--- config.mk ---
export PLATFORM = sky130hd
export DESIGN_NAME = bakery_ticket_arbiter_flat
export DESIGN_NICKNAME = d
export VERILOG_FILES = /design/src/hw/rtl/bta_pkg.sv /design/src/hw/rtl/bta_if.sv /design/src/hw/rtl/bakery_ticket_arbiter.sv /design/src/flat_wrapper.sv
export VERILOG_INCLUDE_DIRS = /design/src /design/src/hw/rtl
export SDC_FILE = /design/constraint.sdc
export NUM_CORES = 1
export LEC_CHECK = 0
export ABC_AREA = 1
export BUFFER_PORTS_ARGS = -buffer_cell sky130_fd_sc_hd__buf_2
export CORE_MARGIN = 2
export CORE_UTILIZATION = 30
export DETAILED_ROUTE_END_ITERATION = 7
export GPL_ROUTABILITY_DRIVEN = 0
export SYNTH_ARGS = -nofsm -noshare
export SYNTH_HDL_FRONTEND = slang
export SYNTH_SLANG_ARGS = --single-unit
--- constraint.sdc ---
create_clock -name clk -period 7.41 [get_ports clk]
set_input_delay 0.741 -clock clk [delete_from_list [all_inputs] [get_ports clk]]
set_output_delay 0.741 -clock clk [all_outputs]
set_load 0.02 [all_outputs]
--- src/hw/rtl/assert_macros.svh ---
// Assertion helpers shared by the RTL.
`ifndef ASSERT_MACROS_SVH
`define ASSERT_MACROS_SVH

`ifndef NO_ASSERTIONS

`define ASSERT_ALWAYS(lbl, clk, rst_n, prop) \
	lbl: assert property (@(posedge clk) disable iff (!rst_n) prop) \
		else $error("assertion failed");

`define ASSERT_NEVER(lbl, clk, rst_n, expr) \
	lbl: assert property (@(posedge clk) disable iff (!rst_n) !(expr)) \
		else $error("forbidden condition seen");

`else

`define ASSERT_ALWAYS(lbl, clk, rst_n, prop)

`define ASSERT_NEVER(lbl, clk, rst_n, expr)

`endif

`endif

--- src/hw/rtl/bta_pkg.sv ---
package bta_pkg;

	typedef logic       cmd_t;
	typedef logic [4:0] requester_t;
	typedef logic [1:0] status_t;
	typedef logic [15:0] out_ticket_t;

	localparam cmd_t CMD_REQUEST = 1'b0;
	localparam cmd_t CMD_RELEASE = 1'b1;

	localparam status_t STATUS_OK        = 2'd0;
	localparam status_t STATUS_IGNORED   = 2'd1;
	localparam status_t STATUS_SATURATED = 2'd2;

	// register map
	localparam int unsigned REG_ACTIVE  = 0;
	localparam int unsigned PADDR_W     = 2;
	localparam int unsigned ACTIVE_W    = 6;
	localparam logic [5:0]  ACTIVE_RST  = 6'd32;

	typedef enum logic [1:0] {
		ST_IDLE,
		ST_SCAN,
		ST_LAST,
		ST_FINISH
	} bta_state_t;

endpackage

--- src/hw/rtl/bta_if.sv ---
interface bta_req_if;
	logic                  valid;
	logic                  ready;
	bta_pkg::cmd_t         cmd;
	bta_pkg::requester_t   requester;

	modport source (output valid, output cmd, output requester, input ready);
	modport sink   (input valid, input cmd, input requester, output ready);
endinterface

interface bta_res_if;
	logic                  valid;
	logic                  ready;
	bta_pkg::status_t      status;
	bta_pkg::out_ticket_t  ticket;
	logic                  holder_valid;
	bta_pkg::requester_t   holder;
	bta_pkg::out_ticket_t  holder_ticket;

	modport source (output valid, output status, output ticket, output holder_valid,
		output holder, output holder_ticket, input ready);
	modport sink   (input valid, input status, input ticket, input holder_valid,
		input holder, input holder_ticket, output ready);
endinterface

--- src/hw/rtl/bakery_ticket_arbiter.sv ---
// Bakery ticket arbiter. Each word on req_ch is a request or release from one
// requester; each produces one word on res_ch with the issuer's new ticket and
// the current holder (smallest nonzero ticket, lower index on ties). Tickets
// live in a single-port synchronous RAM with a registered read; one step
// makes a single pass over the n active entries, one entry per cycle, finding
// the largest ticket and the smallest other ticket together, then writes the
// issuer's entry back; n is the clamped active requester count.
// The next word is taken as soon as the result is in the output register.
// The RAM needs no clearing pass: per-entry valid bits, cleared by reset,
// make an unwritten entry read as zero.
`include "assert_macros.svh"

module bakery_ticket_arbiter #(
	parameter int MAX_REQUESTERS = 32,
	parameter int TICKET_WIDTH   = 16
) (
	input  logic                          clk,
	input  logic                          arst_n,
	input  logic                          psel,
	input  logic                          penable,
	input  logic                          pwrite,
	input  logic [bta_pkg::PADDR_W-1:0]   paddr,
	input  logic [31:0]                   pwdata,
	output logic [31:0]                   prdata,
	output logic                          pready,
	bta_req_if.sink                       req_ch,
	bta_res_if.source                     res_ch
);

	localparam int IW   = $clog2(MAX_REQUESTERS);
	localparam int TW   = TICKET_WIDTH;
	localparam int NCAP = (MAX_REQUESTERS < 63) ? MAX_REQUESTERS : 63;
	localparam logic [TW-1:0] TOP = {TW{1'b1}};

	// config
	logic [5:0] active_q;
	logic       cfg_we;
	logic [5:0] n;

	assign pready = 1'b1;
	assign cfg_we = psel && penable && pwrite &&
		(32'(paddr >> 2) == 32'(bta_pkg::REG_ACTIVE));
	assign prdata = (32'(paddr >> 2) == 32'(bta_pkg::REG_ACTIVE)) ? {26'd0, active_q} : 32'd0;

	always_ff @(posedge clk or negedge arst_n) begin
		if (!arst_n) begin
			active_q <= bta_pkg::ACTIVE_RST;
		end else if (cfg_we) begin
			active_q <= pwdata[5:0];
		end
	end

	always_comb begin
		if (active_q == 6'd0) begin
			n = 6'd1;
		end else if (active_q > 6'(NCAP)) begin
			n = 6'(NCAP);
		end else begin
			n = active_q;
		end
	end

	// control
	bta_pkg::bta_state_t state_q, state_d;
	logic       accept, scan_en, last_issue, out_load, fin_en;

	logic [5:0] k_q;
	logic       vld_s1;
	logic [5:0] k_s1;
	logic [TW-1:0] rd_s1;

	bta_pkg::cmd_t       cmd_q;
	bta_pkg::requester_t who_q;
	logic [TW-1:0] max_q;
	logic [TW-1:0] min_q;
	logic [5:0]    idx_q;
	logic          found_q;

	logic [MAX_REQUESTERS-1:0] valid_q;
	logic [TW-1:0] mem [MAX_REQUESTERS];

	assign accept     = req_ch.valid && req_ch.ready;
	assign last_issue = (k_q == n - 6'd1);

	always_comb begin
		state_d = state_q;
		unique case (state_q)
			bta_pkg::ST_IDLE:   if (req_ch.valid) state_d = bta_pkg::ST_SCAN;
			bta_pkg::ST_SCAN:   if (last_issue) state_d = bta_pkg::ST_LAST;
			bta_pkg::ST_LAST:   state_d = bta_pkg::ST_FINISH;
			bta_pkg::ST_FINISH: if (!res_ch.valid || res_ch.ready) state_d = bta_pkg::ST_IDLE;
			default:            state_d = bta_pkg::ST_IDLE;
		endcase
	end

	always_comb begin
		req_ch.ready = 1'b0;
		scan_en      = 1'b0;
		fin_en       = 1'b0;
		unique case (state_q)
			bta_pkg::ST_IDLE:   req_ch.ready = 1'b1;
			bta_pkg::ST_SCAN:   scan_en = 1'b1;
			bta_pkg::ST_LAST:   scan_en = 1'b0;
			bta_pkg::ST_FINISH: fin_en = 1'b1;
			default:            req_ch.ready = 1'b0;
		endcase
	end

	assign out_load = fin_en && (!res_ch.valid || res_ch.ready);

	always_ff @(posedge clk or negedge arst_n) begin
		if (!arst_n) begin
			state_q <= bta_pkg::ST_IDLE;
			vld_s1  <= 1'b0;
			k_q     <= 6'd0;
		end else begin
			state_q <= state_d;
			vld_s1  <= scan_en;
			if (accept) begin
				k_q <= 6'd0;
			end else if (scan_en) begin
				k_q <= k_q + 6'd1;
			end
		end
	end

	// finish: new ticket and holder
	logic               ignored;
	logic [TW:0]        sum;
	logic [TW-1:0]      new_t;
	bta_pkg::status_t   status_d;
	logic               hv_d;
	logic [5:0]         hidx_d;
	logic [TW-1:0]      ht_d;
	logic               mem_we;

	assign ignored = ({1'b0, who_q} >= n);
	assign sum     = {1'b0, max_q} + (TW+1)'(1);

	always_comb begin
		new_t    = '0;
		status_d = bta_pkg::STATUS_OK;
		hv_d     = found_q;
		hidx_d   = found_q ? idx_q : 6'd0;
		ht_d     = found_q ? min_q : '0;
		if (ignored) begin
			status_d = bta_pkg::STATUS_IGNORED;
		end else if (cmd_q == bta_pkg::CMD_REQUEST) begin
			if (sum[TW]) begin
				new_t    = TOP;
				status_d = bta_pkg::STATUS_SATURATED;
			end else begin
				new_t = sum[TW-1:0];
			end
			// new ticket is never below the others; it only wins when alone
			// or on a saturated tie with a higher-index entry
			if (!(found_q && (min_q < new_t || (min_q == new_t && idx_q < {1'b0, who_q})))) begin
				hv_d   = 1'b1;
				hidx_d = {1'b0, who_q};
				ht_d   = new_t;
			end
		end
	end

	assign mem_we = out_load && !ignored;

	// ticket RAM: write only in finish, read only while scanning
	always_ff @(posedge clk) begin
		if (mem_we) begin
			mem[IW'(who_q)] <= new_t;
		end else if (scan_en) begin
			rd_s1 <= mem[IW'(k_q)];
		end
		k_s1 <= k_q;
	end

	always_ff @(posedge clk or negedge arst_n) begin
		if (!arst_n) begin
			valid_q <= '0;
		end else if (mem_we) begin
			valid_q[IW'(who_q)] <= 1'b1;
		end
	end

	// scan accumulators
	logic [TW-1:0] t_s1;
	assign t_s1 = valid_q[IW'(k_s1)] ? rd_s1 : '0;

	always_ff @(posedge clk) begin
		if (accept) begin
			cmd_q   <= req_ch.cmd;
			who_q   <= req_ch.requester;
			max_q   <= '0;
			found_q <= 1'b0;
			min_q   <= '0;
			idx_q   <= 6'd0;
		end else if (vld_s1) begin
			if (t_s1 > max_q) begin
				max_q <= t_s1;
			end
			// strict compare in index order keeps the lower index on ties
			if (k_s1 != {1'b0, who_q} && t_s1 != '0 && (!found_q || t_s1 < min_q)) begin
				found_q <= 1'b1;
				min_q   <= t_s1;
				idx_q   <= k_s1;
			end
		end
	end

	// output register
	always_ff @(posedge clk or negedge arst_n) begin
		if (!arst_n) begin
			res_ch.valid <= 1'b0;
		end else if (out_load) begin
			res_ch.valid <= 1'b1;
		end else if (res_ch.ready) begin
			res_ch.valid <= 1'b0;
		end
	end

	always_ff @(posedge clk) begin
		if (out_load) begin
			res_ch.status        <= status_d;
			res_ch.ticket        <= 16'(new_t);
			res_ch.holder_valid  <= hv_d;
			res_ch.holder        <= 5'(hidx_d);
			res_ch.holder_ticket <= 16'(ht_d);
		end
	end

	`ASSERT_NEVER(a_scan_in_range, clk, arst_n, scan_en && (k_q >= n))
	`ASSERT_ALWAYS(a_load_shows, clk, arst_n, out_load |=> res_ch.valid)
	`ASSERT_ALWAYS(a_sat_top, clk, arst_n, (res_ch.valid && res_ch.status == bta_pkg::STATUS_SATURATED) |-> (res_ch.ticket == 16'(TOP)))
	`ASSERT_ALWAYS(a_no_holder_zero, clk, arst_n, (res_ch.valid && !res_ch.holder_valid) |-> (res_ch.holder == 5'd0 && res_ch.holder_ticket == 16'd0))
	`ASSERT_NEVER(a_write_idle_only, clk, arst_n, mem_we && scan_en)

endmodule

--- src/flat_wrapper.sv ---
// flat-port wrapper written by rule: the top's interface ports become plain ports
module bakery_ticket_arbiter_flat 
#(
	parameter int MAX_REQUESTERS = 32,
	parameter int TICKET_WIDTH   = 16
)
  (clk, arst_n, psel, penable, pwrite, paddr, pwdata, prdata, pready, req_ch_valid, req_ch_cmd, req_ch_requester, req_ch_ready, res_ch_valid, res_ch_status, res_ch_ticket, res_ch_holder_valid, res_ch_holder, res_ch_holder_ticket, res_ch_ready);
  bta_req_if req_ch_i ();
  bta_res_if res_ch_i ();
  input  logic clk;
  input  logic arst_n;
  input  logic psel;
  input  logic penable;
  input  logic pwrite;
  input  logic [bta_pkg::PADDR_W-1:0] paddr;
  input  logic [31:0] pwdata;
  output logic [31:0] prdata;
  output logic pready;
  input wire logic [$bits(req_ch_i.valid)-1:0] req_ch_valid;
  input wire logic [$bits(req_ch_i.cmd)-1:0] req_ch_cmd;
  input wire logic [$bits(req_ch_i.requester)-1:0] req_ch_requester;
  output wire logic [$bits(req_ch_i.ready)-1:0] req_ch_ready;
  output wire logic [$bits(res_ch_i.valid)-1:0] res_ch_valid;
  output wire logic [$bits(res_ch_i.status)-1:0] res_ch_status;
  output wire logic [$bits(res_ch_i.ticket)-1:0] res_ch_ticket;
  output wire logic [$bits(res_ch_i.holder_valid)-1:0] res_ch_holder_valid;
  output wire logic [$bits(res_ch_i.holder)-1:0] res_ch_holder;
  output wire logic [$bits(res_ch_i.holder_ticket)-1:0] res_ch_holder_ticket;
  input wire logic [$bits(res_ch_i.ready)-1:0] res_ch_ready;
  assign req_ch_i.valid = req_ch_valid;
  assign req_ch_i.cmd = req_ch_cmd;
  assign req_ch_i.requester = req_ch_requester;
  assign req_ch_ready = req_ch_i.ready;
  assign res_ch_valid = res_ch_i.valid;
  assign res_ch_status = res_ch_i.status;
  assign res_ch_ticket = res_ch_i.ticket;
  assign res_ch_holder_valid = res_ch_i.holder_valid;
  assign res_ch_holder = res_ch_i.holder;
  assign res_ch_holder_ticket = res_ch_i.holder_ticket;
  assign res_ch_i.ready = res_ch_ready;
  bakery_ticket_arbiter #(.MAX_REQUESTERS(MAX_REQUESTERS), .TICKET_WIDTH(TICKET_WIDTH)) u_core (.clk(clk), .arst_n(arst_n), .psel(psel), .penable(penable), .pwrite(pwrite), .paddr(paddr), .pwdata(pwdata), .prdata(prdata), .pready(pready), .req_ch(req_ch_i), .res_ch(res_ch_i));
endmodule
== Word-level counts from Yosys, hierarchy flattened ==
Memories as Yosys holds them, arrays and structs flattened. A register that Yosys moved wholly into a read port is not among the register bits.
Index checks and enable logic that the tools add are counted.

* Output and inout bits: 75
* Bits in writable memories: 512
* Memories kept: 1
* Input bits: 47
* Flip-flop bits (word level): 139

* $lt $le $gt $ge: 9
* Equality and inequality tests: 9
* $add $sub $neg: 3
* Multiplexer cells: 38
* Bitwise logic cells: 2
* Reduce and logical (&&, ||, !) cells: 26

{| class="wikitable"
|+ Memory list
! memory !! depth !! width !! rd ports !! clocked after memory_dff !! write ports !! line !! text
|-
| u_core.mem || 32 || 16 || 1 || 1 || 1 || bakery_ticket_arbiter.sv:80 || <nowiki>logic [TW-1:0] mem [MAX_REQUESTERS];</nowiki>
|}

{| class="wikitable"
|+ Operators by type and width
! operator !! count
|-
| 2-to-1 mux 16 bit || 10
|-
| less-than comparator 16 bit || 2
|-
| bitwise OR 32 bit || 1
|-
| 2-to-1 mux 6 bit || 4
|-
| 2-to-1 mux 5 bit || 4
|-
| adder 16 x 1 -> 17 bit, second input constant || 1
|-
| == test 16 bit || 1
|-
| > comparator 16 bit || 1
|-
| nonzero test 16 bit || 1
|-
| 2-to-1 mux 1 bit || 13
|-
| less-than comparator 5 x 6 -> 1 bit, second input constant || 2
|-
| logical AND 1 bit || 10
|-
| 2-to-1 mux 2 bit || 4
|-
| one-hot mux 2 bit (4 select lines) || 1
|-
| adder 6 x 1 -> 6 bit, second input constant || 1
|-
| == test 6 bit || 1
|-
| >= comparator 5 x 6 -> 1 bit || 1
|-
| > comparator 6 bit, second input constant || 1
|-
| logical NOT 6 bit || 1
|-
| less-than comparator 6 x 5 -> 1 bit || 1
|-
| != test 6 x 5 -> 1 bit || 1
|-
| AND reduction 2 bit || 3
|-
| subtractor 6 x 1 -> 6 bit, second input constant || 1
|-
| binary-select mux 1 bit (select 5 bit) || 1
|-
| 13 further kinds || 20
|}

== Longest topological paths before layout ==
* Word-level depth: 12
* Gate-level depth with buffers: 27
* Mapped depth without buffers: 23

== Worst setup path after synthesis ==
No wires, ideal clock.

* Path kind: register to register
* From: register u_core.active_q[0]
* To: memory u_core.mem[0][0] (netlist bit) (data pin)
* Setup slack: 3.779 ns
* Setup time: 0.356 ns
* Arrival: 3.275 ns
* Cell stages (with the launch flop): 17
* Path buffers: 1
* Period minus slack after synthesis: 3.631 ns
* Path through: dfrtp_1 > nor3_1 > nand2_1 > nand2_1 > nand2_1 > inv_1 > ha_1 > inv_1 > a21oi_1 > o21a_1 > o21a_1 > o21ai_0 > a21oi_1 > nor2_1 > inv_1 > clkbuf_1 > nor2_1

* Cells in the longest elaborated chain, start to end: 5
* Elaborated cells on any way between the ends: 6
* Those cells by class: order compare: 2; mux: 3; reduce/logical: 1

{| class="wikitable"
|+ Ends and longest elaborated chain
! item !! line !! text
|-
| start, declared || bakery_ticket_arbiter.sv:36 || <nowiki>logic [5:0] active_q;</nowiki>
|-
| start signal, assigned || bakery_ticket_arbiter.sv:47 || <nowiki>active_q <= bta_pkg::ACTIVE_RST;</nowiki>
|-
| start signal, assigned || bakery_ticket_arbiter.sv:49 || <nowiki>active_q <= pwdata[5:0];</nowiki>
|-
| > comparator 6 bit || bakery_ticket_arbiter.sv:56 || <nowiki>end else if (active_q > 6'(NCAP)) begin</nowiki>
|-
| 2-to-1 mux 6 bit || bakery_ticket_arbiter.sv:56 ||
|-
| 2-to-1 mux 6 bit (*) || bakery_ticket_arbiter.sv:54 || <nowiki>if (active_q == 6'd0) begin</nowiki>
|-
| >= comparator 5 x 6 -> 1 bit (*) || bakery_ticket_arbiter.sv:137 || <nowiki>assign ignored = ({1'b0, who_q} >= n);</nowiki>
|-
| via u_core.ignored || bakery_ticket_arbiter.sv:128 || <nowiki>logic ignored;</nowiki>
|-
| 2-to-1 mux 16 bit (*) || bakery_ticket_arbiter.sv:146 || <nowiki>if (ignored) begin</nowiki>
|-
| via u_core.new_t[0] || bakery_ticket_arbiter.sv:130 || <nowiki>logic [TW-1:0] new_t;</nowiki>
|-
| end, declared || bakery_ticket_arbiter.sv:80 ||
|}

The timed path passes the listed nets; every way through them passes the cells marked *.

== Final worst setup path ==
* From: register u_core.k_s1[0]
* To: register u_core.min_q[14]

* Cells in the longest elaborated chain, start to end: 7
* Elaborated cells on any way between the ends: 10
* Those cells by class: order compare: 1; eq/ne: 1; mux: 3; reduce/logical: 5

{| class="wikitable"
|+ Ends and longest elaborated chain
! item !! line !! text
|-
| start, declared || bakery_ticket_arbiter.sv:69 || <nowiki>logic [5:0] k_s1;</nowiki>
|-
| start signal, assigned || bakery_ticket_arbiter.sv:174 || <nowiki>k_s1 <= k_q;</nowiki>
|-
| binary-select mux 1 bit (select 5 bit) (*) || bakery_ticket_arbiter.sv:187 || <nowiki>assign t_s1 = valid_q[IW'(k_s1)] ? rd_s1 : '0;</nowiki>
|-
| 2-to-1 mux 1 bit (not written as such) (*) || bakery_ticket_arbiter.sv:187 ||
|-
| 2-to-1 mux 16 bit (*) || bakery_ticket_arbiter.sv:187 ||
|-
| via u_core.t_s1[9] || bakery_ticket_arbiter.sv:186 || <nowiki>logic [TW-1:0] t_s1;</nowiki>
|-
| less-than comparator 16 bit or nonzero test 16 bit (tied branches) || bakery_ticket_arbiter.sv:202 || <nowiki>if (k_s1 != {1'b0, who_q} && t_s1 != '0 && (!found_q || t_s1 < min_q)) begin</nowiki>
|-
| logical OR 1 bit or logical AND 1 bit (tied branches) || bakery_ticket_arbiter.sv:202 ||
|-
| logical AND 1 bit (*) || bakery_ticket_arbiter.sv:202 ||
|-
| AND reduction 2 bit (no source line) (*) || - ||
|-
| end signal, assigned || bakery_ticket_arbiter.sv:204 || <nowiki>min_q <= t_s1;</nowiki>
|-
| end, declared || bakery_ticket_arbiter.sv:75 || <nowiki>logic [TW-1:0] min_q;</nowiki>
|}

The timed path passes the listed nets; every way through them passes the cells marked *. The select of a mux whose other input is x is not followed.
A chain may end at the register's enable or synchronous reset.

==> impl_metrics.prom <==
# TYPE chip_impl_metric gauge
chip_impl_metric{name="grt_use_total",unit="%"} 15.3
chip_impl_info{name="tritoncts",value="done"} 1
chip_impl_info{name="reg2reg_from",value="u_core.k_s1[0]"} 1
chip_impl_metric{name="postSynthRegisterBits",unit=""} 667
chip_impl_info{name="netlist_top_cells_area",value="edfxtp_1 61%, o21ai_0 5.5%, nor2_1 5.1%"} 1
chip_impl_metric{name="cts.repair.resized",unit=""} 0
chip_impl_metric{name="report.final.slew_viol_count",unit=""} 0
chip_impl_metric{name="grt_max_degree",unit=""} 168
chip_impl_metric{name="yosys-mux-area-fraction",unit="%"} 0.160
chip_impl_metric{name="number_of_antenna_violations_at_the_first_check_in_global_routing",unit=""} 0
chip_impl_metric{name="dp.cells",unit=""} 3655
chip_impl_metric{name="p_comb_share",unit="%"} 36.6
chip_impl_info{name="worstPathCellList",value="inv_4 > nand2_1 > nand3_1 > nand3_1 > nand2_1 > nand2_1 > nand3_2 > nand2_2 > inv_2 > nand2_1 > inv_1 > ha_1 > a21oi_1 > nor2_1 > a211oi_1 > o221a_2 > nand2_1 > nand2_1 > nand2_2 > nor2_1 > nor2_1"} 1
chip_impl_metric{name="synth_edf_count",unit=""} 574
chip_impl_metric{name="largest_fanout_of_any_net_on_the_critical_path",unit=""} 33
chip_impl_metric{name="io_pins",unit=""} 122
chip_impl_info{name="synth_top_family_by_area",value="simple AND/OR/NAND/NOR gates"} 1
chip_impl_metric{name="p_leak",unit="nW"} 11.7
chip_impl_metric{name="synth-seq-area-share",unit="%"} 68.5
chip_impl_metric{name="async_flop_share",unit="%"} 7.20
chip_impl_metric{name="cts_made_buffers",unit=""} 68
chip_impl_metric{name="worst-endpoint-required",unit="ps"} 7910
chip_impl_metric{name="totalPowerFinal",unit="mW"} 13.3
chip_impl_metric{name="groute.layer.met3.usage",unit="%"} 2.03
chip_impl_metric{name="critPathArrivalTime",unit="ps"} 5280
chip_impl_metric{name="postLayoutCoreUtil",unit="%"} 34.5
chip_impl_metric{name="clock.fmax",unit="GHz"} 0.209
chip_impl_info{name="critical_path.endpoint_type",value="register"} 1
chip_impl_metric{name="cts.sinks",unit=""} 667
chip_impl_metric{name="drc",unit=""} 0
chip_impl_metric{name="clock_skew",unit="ps"} 24.0
chip_impl_metric{name="layout.cell_area.non_filler",unit="um2"} 32200
chip_impl_metric{name="switch_pwr",unit="mW"} 5.25
chip_impl_metric{name="placement.setup.worst_slack",unit="ps"} 2750
chip_impl_metric{name="syn_inst",unit=""} 2405
chip_impl_metric{name="syn_area",unit="um2"} 28200
chip_impl_metric{name="cts.clk_slew.worst_paths",unit="ps"} 60
chip_impl_metric{name="yosysWarnings",unit=""} 0
chip_impl_info{name="busiest_metal_layer_after_global_routing",value="met2"} 1
chip_impl_metric{name="swShare",unit="%"} 39.6
chip_impl_info{name="synth.most_common_cell",value="edfxtp_1"} 1
chip_impl_metric{name="pwr_density_cell",unit="nW/um2"} 411
chip_impl_metric{name="initialDrtViolationCount",unit=""} 1927
chip_impl_metric{name="synth_top_cell_area_share",unit="%"} 61.1
chip_impl_metric{name="worst_slack",unit="ps"} 2630
chip_impl_metric{name="routed_wire_length_per_instance",unit="um"} 20.1
chip_impl_metric{name="timing.max_cap.violations",unit=""} 0
chip_impl_metric{name="die_span_y",unit="um"} 311
chip_impl_metric{name="fin_crit_sh",unit="%"} 64.5
chip_impl_info{name="critical_path_class",value="reg -> reg"} 1
chip_impl_metric{name="critPathBufInv",unit=""} 3
chip_impl_metric{name="crit_cells",unit=""} 21
chip_impl_metric{name="setup_tns",unit="ps"} 0
chip_impl_info{name="critical-path-top-cell-by-count",value="nand2_1"} 1
chip_impl_metric{name="clock_tree.buffer_depth",unit=""} 3
chip_impl_metric{name="report.final.hold_viol_count",unit=""} 0
chip_impl_metric{name="port_buffers",unit=""} 66
chip_impl_metric{name="post_cts_hold_buffer_count",unit=""} 0
chip_impl_metric{name="clock_tree.htree_level_count",unit=""} 3
chip_impl_metric{name="synth_cell_type_count",unit=""} 49
chip_impl_info{name="outcome",value="finished clean"} 1
chip_impl_metric{name="finalSetupViolCount",unit=""} 0
chip_impl_metric{name="globalRouteMet2Util",unit="%"} 26.2
chip_impl_info{name="grt_setup_unrepaired",value="false"} 1
chip_impl_info{name="ys_top_cells_by_count",value="574 x edfxtp_1, 380 x nor2_1, 309 x o21ai_0, 241 x nand2_1, 118 x inv_1"} 1
chip_impl_metric{name="initial_utilization",unit="%"} 30.2
chip_impl_metric{name="antenna_violating_nets_post_route",unit=""} 0
chip_impl_metric{name="clk-insertion-delay-late",unit="ps"} 620
chip_impl_metric{name="synth-compound-area-share",unit="%"} 11.2
chip_impl_metric{name="share_clk_of_total_power",unit="%"} 25.2
chip_impl_metric{name="finalCriticalPeriod",unit="ps"} 4780
chip_impl_metric{name="grt_overflow",unit=""} 0
chip_impl_metric{name="detail_route.wirelength",unit="mm"} 75.8
chip_impl_metric{name="worst-r2r-setup-slack",unit="ps"} 2630
chip_impl_metric{name="irDropWorstVdd",unit="mV"} 0.223
chip_impl_info{name="post-synth-top-area-cell",value="edfxtp_1"} 1
chip_impl_metric{name="dr.pass1.iters",unit=""} 6
chip_impl_metric{name="antennaDiodeCount",unit=""} 0
chip_impl_metric{name="avgSynthCellArea",unit="um2"} 11.7
chip_impl_info{name="crit-reg2reg-capture",value="u_core.min_q[14]"} 1
chip_impl_metric{name="tightest_slew",unit="ps"} 1210
chip_impl_info{name="worst_path_top_cell_family_by_delay",value="simple AND/OR/NAND/NOR gates"} 1
chip_impl_info{name="timing.critical_path.to",value="u_core.min_q[14]"} 1
chip_impl_metric{name="power.internal",unit="mW"} 8.00
chip_impl_metric{name="chipWidth",unit="um"} 311
chip_impl_metric{name="rr_worst_depth",unit=""} 21
chip_impl_metric{name="num-nets-final",unit=""} 2578
chip_impl_metric{name="global_route_wire_length_before_repair",unit="mm"} 113
chip_impl_metric{name="worst_slew_margin_rel",unit="%"} 19.5
chip_impl_info{name="cts-root-buf",value="clkbuf_16"} 1
chip_impl_metric{name="via_count",unit=""} 18800
chip_impl_metric{name="power.sequential.fraction",unit="%"} 38.1
chip_impl_metric{name="post-dp-hpwl",unit="mm"} 44.1
chip_impl_metric{name="postCtsSetupBuffers",unit=""} 0
chip_impl_metric{name="grt_pass1_vias",unit=""} 17600
chip_impl_metric{name="fin_worst_hold_slack",unit="ps"} 222
chip_impl_metric{name="post_route_cells_drive_above_1_share",unit="%"} 13.6
chip_impl_metric{name="met1_track_demand_over_resource",unit="%"} 20.5
chip_impl_metric{name="placeable_core_area",unit="um2"} 93300
chip_impl_metric{name="vias_per_cell",unit=""} 4.98
chip_impl_metric{name="core.rowCount",unit=""} 112
chip_impl_info{name="worstSetupStartpointType",value="register"} 1
chip_impl_info{name="timing.critical_path.from",value="u_core.k_s1[0]"} 1
chip_impl_metric{name="areaGrowthSynthToFinish",unit="%"} 14.1
chip_impl_info{name="hp-class",value="in -> async"} 1
chip_impl_metric{name="synth-adder-area-share",unit="%"} 2.66
chip_impl_metric{name="floorplan.die_area",unit="um2"} 96500
chip_impl_metric{name="post_synth_xor_area_fraction",unit="%"} 0.466
chip_impl_metric{name="instances_no_fill",unit=""} 3776
chip_impl_info{name="synth_ff_type",value="edfxtp_1"} 1
chip_impl_info{name="critPathSlowestCell",value="nand2_1"} 1
chip_impl_metric{name="dpl-instance-area",unit="um2"} 30100
chip_impl_metric{name="yosys.area_share.simple",unit="%"} 12.5
chip_impl_metric{name="slowest_delay",unit="ps"} 810
[how the worst min path moves through the flow]
stage                          end  cells after the start     startpoint
2_1_floorplan       u_core.k_s1[5]                      0  u_core.k_q[5]
3_3_place_gp        u_core.k_s1[5]                      0  u_core.k_q[5]
3_5_place_dp        u_core.k_s1[5]                      0  u_core.k_q[5]
4_1_cts        u_core.res_ch.valid                      2         arst_n
5_1_grt         u_core.active_q[0]                      2         arst_n
6_report       u_core.res_ch.valid                      2         arst_n
[flip-flops by register name (all words and copies together) (netlist names)]
name / count
u_core.mem: 512
u_core.valid_q: 32
u_core.max_q: 16
u_core.min_q: 16
u_core.rd_s1: 16
u_core.res_ch.holder_ticket: 16
u_core.res_ch.ticket: 16
u_core.active_q: 6
u_core.idx_q: 6
u_core.k_q: 6
u_core.k_s1: 6
u_core.res_ch.holder: 5
u_core.who_q: 5
u_core.res_ch.status: 2
u_core.state_q: 2
u_core.cmd_q: 1
u_core.found_q: 1
u_core.res_ch.holder_valid: 1
u_core.res_ch.valid: 1
u_core.vld_s1: 1
[cells in the final DEF (no fill, tap or decap), types with 3 or more instances in the layout]
cell type	netlist	final
a211oi_1	4	4
a21oi_1	64	64
buf_2	7	66
buf_4	30	58
clkbuf_1	105	16
clkbuf_16	0	70
clkbuf_8	0	5
clkinv_1	1	10
clkinv_2	0	11
conb_1	2	27
dfrtp_1	47	44
dfxtp_1	45	45
edfxtp_1	574	574
ha_1	60	60
inv_1	118	115
inv_16	0	3
inv_2	9	9
inv_6	0	3
mux2_2	4	4
nand2_1	241	241
nand2_2	4	4
nand2_4	4	4
nand3_1	91	91
nand3_2	3	3
nand3b_1	3	3
nand4_1	32	32
nor2_1	380	344
nor2_2	6	41
nor2_4	4	5
nor3_1	10	10
nor3_2	3	3
o211ai_1	19	19
o21a_1	7	7
o21ai_0	309	309
o21ai_1	11	11
o221ai_1	51	51
o22ai_1	80	80
or2_1	3	3
or2_2	34	34
xor2_1	14	14
[power by group through the flow]
stage                     clock, mW  combinational (mW)  sequential (mW)
after floorplan                   0                3.27             5.05
after global placement            0                4.77             5.13
after detailed placement          0                4.83             5.13
after CTS                      3.39                4.85             5.06
after global routing           3.55                5.35             5.10
final                          3.34                4.85             5.06
[logic make-up after synthesis]
family,Yosys count
adders and majority gates,60
buffers and inverters,284
and+or+nand+nor,821
other,2
muxes,4
AOI/OAI and AO/OA,552
xor gates and xnor gates,15
DFF,667
[layer usage]
| metal | up-vias | wire length [um] |
|---|---|---|
| li1 | 8727 | - |
| met1 | 9366 | 32900 |
| met2 | 594 | 37100 |
| met3 | 114 | 4170 |
| met4 | 0 | 1570 |
| met5 | - | 0 |
[layout make-up]
class / instances / area [um2]
multi-input cells: 1479 / 7830
repair buffers: 126 / 806
clock buffers: 91 / 1880
well taps: 1254 / 1570
clock inverters: 30 / 277
flip-flops and latches: 667 / 19300
inverters: 129 / 493
fillers: 9193 / 61100
Note: power is estimated with default switching activity, not from simulation.
